===== src/clir_pkg.sv =====
// Package for the circular list block: payload structs, codes and fixed widths.
`default_nettype none

package clir_pkg;

  // Fixed field widths of the payload.
  localparam int unsigned WORD_W   = 32;
  localparam int unsigned OFFS_W   = 16;
  localparam int unsigned ECOUNT_W = 5;
  localparam int unsigned STATUS_W = 2;
  localparam int unsigned STEP_W   = $clog2(OFFS_W);

  // Operation codes of an input transaction.
  typedef enum logic [0:0] {
    OP_INSERT = 1'b0,
    OP_VISIT  = 1'b1
  } op_e;

  // Status codes of a result transaction.
  typedef enum logic [STATUS_W-1:0] {
    STAT_OK    = 2'd0,
    STAT_FULL  = 2'd1,
    STAT_EMPTY = 2'd2
  } status_e;

  // Command broadcast to every cell of the chain.
  typedef enum logic [1:0] {
    CMD_HOLD   = 2'd0,
    CMD_INSERT = 2'd1,
    CMD_ROTATE = 2'd2
  } cell_cmd_e;

  typedef struct packed {
    op_e                      opcode;
    logic signed [OFFS_W-1:0] position;
    logic signed [WORD_W-1:0] value;
    logic signed [OFFS_W-1:0] distance;
  } in_t;

  typedef struct packed {
    logic signed [WORD_W-1:0] current_value;
    logic [ECOUNT_W-1:0]      element_count;
    status_e                  status;
  } out_t;

endpackage

`default_nettype wire


===== src/clir_cell.sv =====
// One storage cell of the ring: holds a word and trades it with its neighbours.
`default_nettype none

module clir_cell #(
  parameter int unsigned CELL_IDX = 0,
  parameter int unsigned IDX_W    = 4,
  parameter int unsigned CNT_W    = 5
) (
  input  wire                               clk_i,
  input  clir_pkg::cell_cmd_e               cmd_i,
  input  wire [IDX_W-1:0]                   slot_i,
  input  wire [CNT_W-1:0]                   count_i,
  input  wire [IDX_W-1:0]                   last_i,
  input  wire [clir_pkg::WORD_W-1:0]        ins_word_i,
  input  wire [clir_pkg::WORD_W-1:0]        left_word_i,
  input  wire [clir_pkg::WORD_W-1:0]        right_word_i,
  input  wire [clir_pkg::WORD_W-1:0]        head_word_i,
  output logic [clir_pkg::WORD_W-1:0]       word_o
);

  localparam logic [IDX_W-1:0] MyIdx  = IDX_W'(CELL_IDX);
  localparam logic [CNT_W-1:0] MyCIdx = CNT_W'(CELL_IDX);

  logic [clir_pkg::WORD_W-1:0] word_q, word_d;

  // Insert opens a gap at the slot by moving the tail one place up; rotate
  // moves every held word one place down, the head wrapping to the last one.
  always_comb begin
    word_d = word_q;
    case (cmd_i)
      clir_pkg::CMD_INSERT: begin
        if (MyIdx == slot_i) begin
          word_d = ins_word_i;
        end else if ((MyIdx > slot_i) && (MyCIdx <= count_i)) begin
          word_d = left_word_i;
        end
      end
      clir_pkg::CMD_ROTATE: begin
        if (MyIdx < last_i) begin
          word_d = right_word_i;
        end else if (MyIdx == last_i) begin
          word_d = head_word_i;
        end
      end
      default: word_d = word_q;
    endcase
  end

  always_ff @(posedge clk_i) begin
    word_q <= word_d;
  end

  assign word_o = word_q;

endmodule

`default_nettype wire


===== src/clir_modulo.sv =====
// Bit-serial floor modulo of a 16-bit magnitude by the element count.
`default_nettype none

module clir_modulo #(
  parameter int unsigned IDX_W = 4,
  parameter int unsigned CNT_W = 5
) (
  input  wire                          clk_i,
  input  wire                          rst_ni,
  input  wire                          start_i,
  input  wire [clir_pkg::OFFS_W-1:0]   dividend_i,
  input  wire [CNT_W-1:0]              divisor_i,
  input  wire                          negate_i,
  output logic                         done_o,
  output logic [IDX_W-1:0]             rem_o
);

  localparam int unsigned DW = clir_pkg::OFFS_W;
  localparam int unsigned SW = clir_pkg::STEP_W;

  logic              busy_q, busy_d;
  logic              done_q, done_d;
  logic [SW-1:0]     step_q, step_d;
  logic [DW-1:0]     quo_q, quo_d;
  logic [CNT_W-1:0]  rem_q, rem_d;
  logic [CNT_W-1:0]  div_q, div_d;
  logic              neg_q, neg_d;
  logic [CNT_W:0]    trial;
  logic [CNT_W-1:0]  rem_next;

  // One restoring step: bring in the next dividend bit, subtract if it fits.
  always_comb begin
    trial = {rem_q, quo_q[DW-1]};
    if (trial >= {1'b0, div_q}) begin
      rem_next = CNT_W'(trial - {1'b0, div_q});
    end else begin
      rem_next = CNT_W'(trial);
    end
  end

  // Sequencing of the sixteen steps; the last step folds a negative
  // dividend back into the range from zero to the divisor.
  always_comb begin
    busy_d = busy_q;
    done_d = 1'b0;
    step_d = step_q;
    quo_d  = quo_q;
    rem_d  = rem_q;
    div_d  = div_q;
    neg_d  = neg_q;
    if (start_i) begin
      busy_d = 1'b1;
      step_d = '0;
      quo_d  = dividend_i;
      rem_d  = '0;
      div_d  = divisor_i;
      neg_d  = negate_i;
    end else if (busy_q) begin
      quo_d  = {quo_q[DW-2:0], 1'b0};
      rem_d  = rem_next;
      step_d = step_q + SW'(1);
      if (step_q == SW'(DW - 1)) begin
        busy_d = 1'b0;
        done_d = 1'b1;
        if (neg_q && (rem_next != '0)) begin
          rem_d = div_q - rem_next;
        end
      end
    end
  end

  always_ff @(posedge clk_i or negedge rst_ni) begin
    if (!rst_ni) begin
      busy_q <= 1'b0;
      done_q <= 1'b0;
      step_q <= '0;
    end else begin
      busy_q <= busy_d;
      done_q <= done_d;
      step_q <= step_d;
    end
  end

  always_ff @(posedge clk_i) begin
    quo_q <= quo_d;
    rem_q <= rem_d;
    div_q <= div_d;
    neg_q <= neg_d;
  end

  assign done_o = done_q;
  assign rem_o  = IDX_W'(rem_q);

endmodule

`default_nettype wire


===== src/circular_list_insert_and_rotate.sv =====
// Top level of the circular list with insert and rotate.
`default_nettype none

// Usage: input transactions (insert or visit) arrive on in_valid_i/in_data_i
// and are taken at an edge where in_valid_i is high and in_stall_o is low.
// Each one yields exactly one result transaction on out_valid_o/out_data_o,
// taken when out_valid_o is high and out_stall_i is low.
// The list is a chain of CAPACITY cells with the current element in cell 0.
// Path from acceptance to the result being offered:
//   insert into an empty list or at position zero or below: insert, then result;
//   insert into a full list, or visit on an empty list: straight to the result;
//   insert at a positive position: serial modulo, insert, then result;
//   visit: serial modulo, then the rotation steps, the step count being
//   the distance taken modulo the element count (at most count - 1).
// One transaction is in work at a time; the serial modulo unit works bit by bit
// and the cell chain rotates one place per cycle.
// A finished result sits in the output register, and a new transaction is
// accepted while it waits; that one completes once the register is free.
// Reset empties the list (count zero), returns the sequencer to idle and clears the output valid flag.

module circular_list_insert_and_rotate #(
  parameter int unsigned CAPACITY = 16
) (
  input  wire                 clk_i,
  input  wire                 rst_ni,
  input  wire                 in_valid_i,
  output logic                in_stall_o,
  input  clir_pkg::in_t       in_data_i,
  output logic                out_valid_o,
  input  wire                 out_stall_i,
  output clir_pkg::out_t      out_data_o
);

  localparam int unsigned IDX_W = $clog2(CAPACITY);
  localparam int unsigned CNT_W = $clog2(CAPACITY + 1);
  localparam int unsigned WW    = clir_pkg::WORD_W;
  localparam int unsigned OW    = clir_pkg::OFFS_W;

  // Sequencer states.
  localparam logic [2:0] S_IDLE   = 3'd0;
  localparam logic [2:0] S_MOD    = 3'd1;
  localparam logic [2:0] S_APPLY  = 3'd2;
  localparam logic [2:0] S_ROT    = 3'd3;
  localparam logic [2:0] S_RESULT = 3'd4;

  logic [2:0]              state_q, state_d;
  logic [CNT_W-1:0]        count_q, count_d;
  clir_pkg::op_e           op_q, op_d;
  clir_pkg::status_e       status_q, status_d;
  logic [WW-1:0]           word_q, word_d;
  logic [IDX_W-1:0]        slot_q, slot_d;
  logic [IDX_W-1:0]        rot_q, rot_d;
  logic                    out_valid_q, out_valid_d;
  clir_pkg::out_t          out_q, out_d;

  logic                    accept;
  logic                    mod_start;
  logic [OW-1:0]           mod_dividend;
  logic                    mod_negate;
  logic                    mod_done;
  logic [IDX_W-1:0]        mod_rem;
  clir_pkg::cell_cmd_e     cell_cmd;
  logic [IDX_W-1:0]        last_idx;
  logic [WW-1:0]           cell_word [CAPACITY];
  logic [31:0]             count_ext;
  logic                    out_free;

  assign accept   = in_valid_i && (state_q == S_IDLE);
  assign out_free = !out_valid_q || !out_stall_i;
  assign last_idx = IDX_W'(count_q - CNT_W'(1));

  // Sequencer: decides the slot or rotation, drives the cells, posts the result.
  always_comb begin
    state_d      = state_q;
    count_d      = count_q;
    op_d         = op_q;
    status_d     = status_q;
    word_d       = word_q;
    slot_d       = slot_q;
    rot_d        = rot_q;
    mod_start    = 1'b0;
    mod_dividend = '0;
    mod_negate   = 1'b0;
    cell_cmd     = clir_pkg::CMD_HOLD;
    unique case (state_q)
      S_IDLE: begin
        if (accept) begin
          op_d     = in_data_i.opcode;
          word_d   = in_data_i.value;
          status_d = clir_pkg::STAT_OK;
          slot_d   = '0;
          if (in_data_i.opcode == clir_pkg::OP_INSERT) begin
            if (count_q >= CNT_W'(CAPACITY)) begin
              status_d = clir_pkg::STAT_FULL;
              state_d  = S_RESULT;
            end else if ((count_q == '0) || (in_data_i.position == '0)) begin
              slot_d  = '0;
              state_d = S_APPLY;
            end else if (in_data_i.position[OW-1]) begin
              slot_d  = IDX_W'(1);
              state_d = S_APPLY;
            end else begin
              mod_start    = 1'b1;
              mod_dividend = in_data_i.position - OW'(1);
              state_d      = S_MOD;
            end
          end else begin
            if (count_q == '0) begin
              status_d = clir_pkg::STAT_EMPTY;
              state_d  = S_RESULT;
            end else begin
              mod_start    = 1'b1;
              mod_negate   = in_data_i.distance[OW-1];
              mod_dividend = in_data_i.distance[OW-1] ?
                             (~in_data_i.distance + OW'(1)) : in_data_i.distance;
              state_d      = S_MOD;
            end
          end
        end
      end
      S_MOD: begin
        if (mod_done) begin
          if (op_q == clir_pkg::OP_INSERT) begin
            slot_d  = mod_rem + IDX_W'(1);
            state_d = S_APPLY;
          end else if (mod_rem == '0) begin
            state_d = S_RESULT;
          end else begin
            rot_d   = mod_rem;
            state_d = S_ROT;
          end
        end
      end
      S_APPLY: begin
        cell_cmd = clir_pkg::CMD_INSERT;
        count_d  = count_q + CNT_W'(1);
        state_d  = S_RESULT;
      end
      S_ROT: begin
        cell_cmd = clir_pkg::CMD_ROTATE;
        rot_d    = rot_q - IDX_W'(1);
        if (rot_q == IDX_W'(1)) begin
          state_d = S_RESULT;
        end
      end
      S_RESULT: begin
        if (out_free) begin
          state_d = S_IDLE;
        end
      end
      default: state_d = S_IDLE;
    endcase
  end

  // Output register: loaded from the cell chain once the sequencer is done.
  assign count_ext = 32'(count_q);

  always_comb begin
    out_valid_d = out_valid_q && out_stall_i;
    out_d       = out_q;
    if ((state_q == S_RESULT) && out_free) begin
      out_valid_d         = 1'b1;
      out_d.current_value = (count_q != '0) ? cell_word[0] : '0;
      out_d.element_count = count_ext[clir_pkg::ECOUNT_W-1:0];
      out_d.status        = status_q;
    end
  end

  always_ff @(posedge clk_i or negedge rst_ni) begin
    if (!rst_ni) begin
      state_q     <= S_IDLE;
      count_q     <= '0;
      out_valid_q <= 1'b0;
    end else begin
      state_q     <= state_d;
      count_q     <= count_d;
      out_valid_q <= out_valid_d;
    end
  end

  always_ff @(posedge clk_i) begin
    op_q     <= op_d;
    status_q <= status_d;
    word_q   <= word_d;
    slot_q   <= slot_d;
    rot_q    <= rot_d;
    out_q    <= out_d;
  end

  // Serial modulo unit shared by insert and visit.
  clir_modulo #(
    .IDX_W (IDX_W),
    .CNT_W (CNT_W)
  ) u_modulo (
    .clk_i      (clk_i),
    .rst_ni     (rst_ni),
    .start_i    (mod_start),
    .dividend_i (mod_dividend),
    .divisor_i  (count_q),
    .negate_i   (mod_negate),
    .done_o     (mod_done),
    .rem_o      (mod_rem)
  );

  // The chain of cells; cell 0 holds the current element.
  for (genvar i = 0; i < CAPACITY; i++) begin : g_cell
    logic [WW-1:0] left_word;
    logic [WW-1:0] right_word;

    if (i == 0) begin : g_first
      assign left_word = word_q;
    end else begin : g_left
      assign left_word = cell_word[i-1];
    end

    if (i == CAPACITY - 1) begin : g_last
      assign right_word = cell_word[0];
    end else begin : g_right
      assign right_word = cell_word[i+1];
    end

    clir_cell #(
      .CELL_IDX (i),
      .IDX_W    (IDX_W),
      .CNT_W    (CNT_W)
    ) u_cell (
      .clk_i        (clk_i),
      .cmd_i        (cell_cmd),
      .slot_i       (slot_q),
      .count_i      (count_q),
      .last_i       (last_idx),
      .ins_word_i   (word_q),
      .left_word_i  (left_word),
      .right_word_i (right_word),
      .head_word_i  (cell_word[0]),
      .word_o       (cell_word[i])
    );
  end

  assign in_stall_o  = (state_q != S_IDLE);
  assign out_valid_o = out_valid_q;
  assign out_data_o  = out_q;

endmodule

`default_nettype wire

===== config.mk =====
export PLATFORM = sky130hd
export DESIGN_NAME = circular_list_insert_and_rotate
export DESIGN_NICKNAME = d
export VERILOG_FILES = /design/src/clir_pkg.sv /design/src/clir_cell.sv /design/src/clir_modulo.sv /design/src/circular_list_insert_and_rotate.sv
export SDC_FILE = /design/constraint.sdc
export NUM_CORES = 2
export LEC_CHECK = 0
export BUFFER_PORTS_ARGS = -buffer_cell sky130_fd_sc_hd__buf_4
export CAP_MARGIN = 20
export CORE_MARGIN = 1
export CORE_UTILIZATION = 40
export DETAILED_ROUTE_END_ITERATION = 8
export GPL_ROUTABILITY_DRIVEN = 0
export SLEW_MARGIN = 20
export SYNTH_ARGS = -nofsm -noshare
export SYNTH_HDL_FRONTEND = slang
export SYNTH_HIERARCHICAL = 1
export SYNTH_SLANG_ARGS = --single-unit

===== constraint.sdc =====
create_clock -name clk_i -period 16.6 [get_ports clk_i]
set_input_delay 0 -clock clk_i [delete_from_list [all_inputs] [get_ports clk_i]]
set_output_delay 0 -clock clk_i [all_outputs]
set_load 0.1 [all_outputs]

==> results.yml <==
timing:
  fmax_ghz: 0.2349
  tightestPinTransition_ps: 1092
  final-hold-violation-count: 0
  rsz0062_at_grt: "false"
  setup_tns_ps: 0
  fin_crit_ps: 4258
  setup_ws_ps: 12340
  finClkSkew_ps: 31.85
  relSlewSlack_pct: 27.18
  post-route-period-util_pct: 25.65
  setup_violations: 0
  slew_viol_final: 0
critical_path:
  reg2reg_to: "u_modulo/rem_q[4]"
  reg2reg_slack_ps: 12340
  critPathMaxFanout: 40
  critPathCaptureType: "register"
  rr_worst_depth: 12
  worst-setup-path-type: "reg2reg"
  required_ps: 17170
  cp-start-kind: "register"
  r2r_start: "count_q[0]"
  worstPathArrival_ps: 4820
flow_run:
  drv_cap: 0
detailed_routing:
  ant_nets: 0
  vias_per_cell: 6.136
  totalWireLength_um: 112300
  post-route-drc-count: 0
  drtIter0Drc: 2590
  route.vias.total: 30250
  dr.pass1.iters: 5
  post_drt_wl_per_cell_um: 22.79
yosys:
  netlist_instances: 3604
  synthTopCellsByArea: "edfxtp_1 46%, mux2i_1 14%, nor3_1 6.1%"
  ys_async_sr_fraction_pct: 2.358
  ys_ff_latch: 636
  synth_top_area_share_pct: 45.78
  netlist_area_um2: 40410
  syn_nets: 3694
  synth_edf_count: 616
  synth_cell_type_count: 104
  yosysSeqAreaShare_pct: 46.95
  postSynthAreaPerCell_um2: 11.21
  synthFlopType: "edfxtp_1"
  ys_warn_count: 6
  synth.largest_area_cell: "edfxtp_1"
global_routing:
  grt_pass1_wl_um: 177700
  track_usage_pct: 21.46
  grt_max_degree: 122
  antenna_found_initial: 0
  grt_pass1_vias: 28940
  gr-total-overflow: 0
floorplanning:
  core_um2: 100100
  rows: 116
  die_w_um: 319.8
  die_h_um: 319.8
  pin_count: 110
  dieArea_um2: 102300
  start_util_pct: 40.35
cts:
  cts_htree_levels: 3
  root_buffer: "clkbuf_16"
  clkTransAtPathRegs_ps: 60
  cts.path.max_buffers: 3
  ctsResizeCount: 0
  cts_tree: "yes"
  cts_buffers: 74
  post_cts_buffers: 0
  clk_latency_ps: 640
  clock-sinks: 636
finish:
  area_delta_synth_final_pct: 9.921
  final_common_cell: "edfxtp_1"
  layout-drive-gt1-share_pct: 17.71
  fin_util_pct: 44.35
  multi_input_area_um2: 19320
  layout_common_cells: "616 x edfxtp_1, 552 x mux2i_1, 491 x nor3_1, 206 x nand3_1, 184 x buf_4"
  regArea_um2: 18970
  fillCellCount: 9276
  nNetsFinal: 3664
power:
  p_leak_nw: 13.77
  power_mw: 3.376
  power_density_nw_per_um2: 76.00
  peakVddDrop_mv: 0.06571
outcome:
  status: "finished clean"
hold_path:
  holdCritStartpoint: "in_data_i[57]"
  hold_end: "u_modulo/quo_q[9]"
  holdPathStages: 4
  hp-class: "in2reg"
place:
  place_ws_ps: 12370
  port_buffers: 109
  hpwl_um: 73710
-- cells in the mapped netlist (all sizes together), types with 8 or more instances --
library cell,instances
a211oi,47
a21oi,123
a22oi,130
a31oi,102
and2,36
and3,37
buf,241
clkbuf,106
dfrtp,15
edfxtp,616
ha,20
inv,37
mux2,16
mux2i,552
nand2,153
nand2b,27
nand3,208
nand4,15
nor2,64
nor2b,9
nor3,528
nor4,139
nor4b,9
o211ai,102
o21ai,99
o22ai,9
o31ai,10
o41ai,8
or3,8
or4,9
xnor2,17
xor2,16
-- flip-flops by register name (all words and copies together) (netlist names) --
signal and cells:
u_modulo/busy_q 1, u_modulo/rem_q 5, u_modulo/done_o 1, u_modulo/quo_q 16
out_data_o 39, u_modulo/div_q 5, out_valid_o 1, status_q 2
rot_q 4, u_modulo/neg_q 1, slot_q 4, count_q 5
g_cell.u_cell/word_o 512, state_q 3, g_cell.left_word 32, u_modulo/step_q 4
op_q 1
-- metrics by stage --
stage | instance area [µm²] | hold slack (ps) | cells
6_report | 44420 | 41.22 | 4930
4_1_cts | 44340 | 12.83 | 4926
3_3_place_gp | 41460 | -128.1 | 4740
3_5_place_dp | 41550 | -130.2 | 4744
5_1_grt | 44420 | 56.03 | 4929
2_1_floorplan | 40410 | -295.6 | 3604
-- power by group --
part | internal [mW] | switching (mW)
Clock | 0.913 | 0.687
Combinational | 0.0231 | 0.0178
Sequential | 1.73 | 0.0000000000000000165
Total | 2.67 | 0.705
-- area by class of cell --
| type | instances | share of cell area [%] |
|---|---|---|
| inverters | 38 | 0.3211 |
| repair buffers | 241 | 4.600 |
| clock inverters | 37 | 0.6986 |
| flip-flops and latches | 636 | 42.72 |
| diodes | 1 | 0.005634 |
| well taps | 1298 | 3.656 |
| clock buffers | 96 | 4.496 |
| multi-input cells | 2583 | 43.51 |
-- kinds of logic after synthesis --
group | after synthesis | share of synthesized area [%]
buf+inv | 385 | 6.146
simple gates | 1285 | 17.91
compound gates | 676 | 13.49
fa+ha+maj | 21 | 0.6688
mux | 568 | 14.12
xor+xnor | 33 | 0.7152
flops | 636 | 46.95
-- routing by layer --
metal  global-route usage (%)  routed length [µm]
met5                        0                   0
met4                    5.556                1964
met3                    2.444                7729
met2                    32.34               48770
met1                    32.39               53880
-- worst max-delay path, stage by stage, from the launching register on --
cell and delay [ps]:
dfrtp_1 530, inv_1 140, buf_4 380, ha_1 230, or4b_2 980, and3_1 370, a31oi_4 360, inv_1 90
buf_4 270, nand2b_1 260, a2111o_1 340, mux2i_1 120, or3_1 110
-- timing repair --
| item | in CTS | in global routing |
|---|---|---|
| hold buffers | 49 | 0 |
| setup endpoints to repair | 0 | 0 |
| hold endpoints to repair | 64 | 0 |
-- worst max path at each step --
| stage | from | to | depth (start not counted) |
|---|---|---|---|
| floorplan | count_q[0] | g_cell[11].u_cell/word_o[0] | 6 |
| global placement | count_q[0] | u_modulo/rem_q[4] | 12 |
| detailed placement | count_q[0] | u_modulo/rem_q[4] | 12 |
| CTS | count_q[0] | u_modulo/rem_q[4] | 12 |
| global route | count_q[0] | u_modulo/rem_q[4] | 12 |
| finish | count_q[0] | u_modulo/rem_q[4] | 12 |
Note: power is estimated with default switching activity, not from simulation.
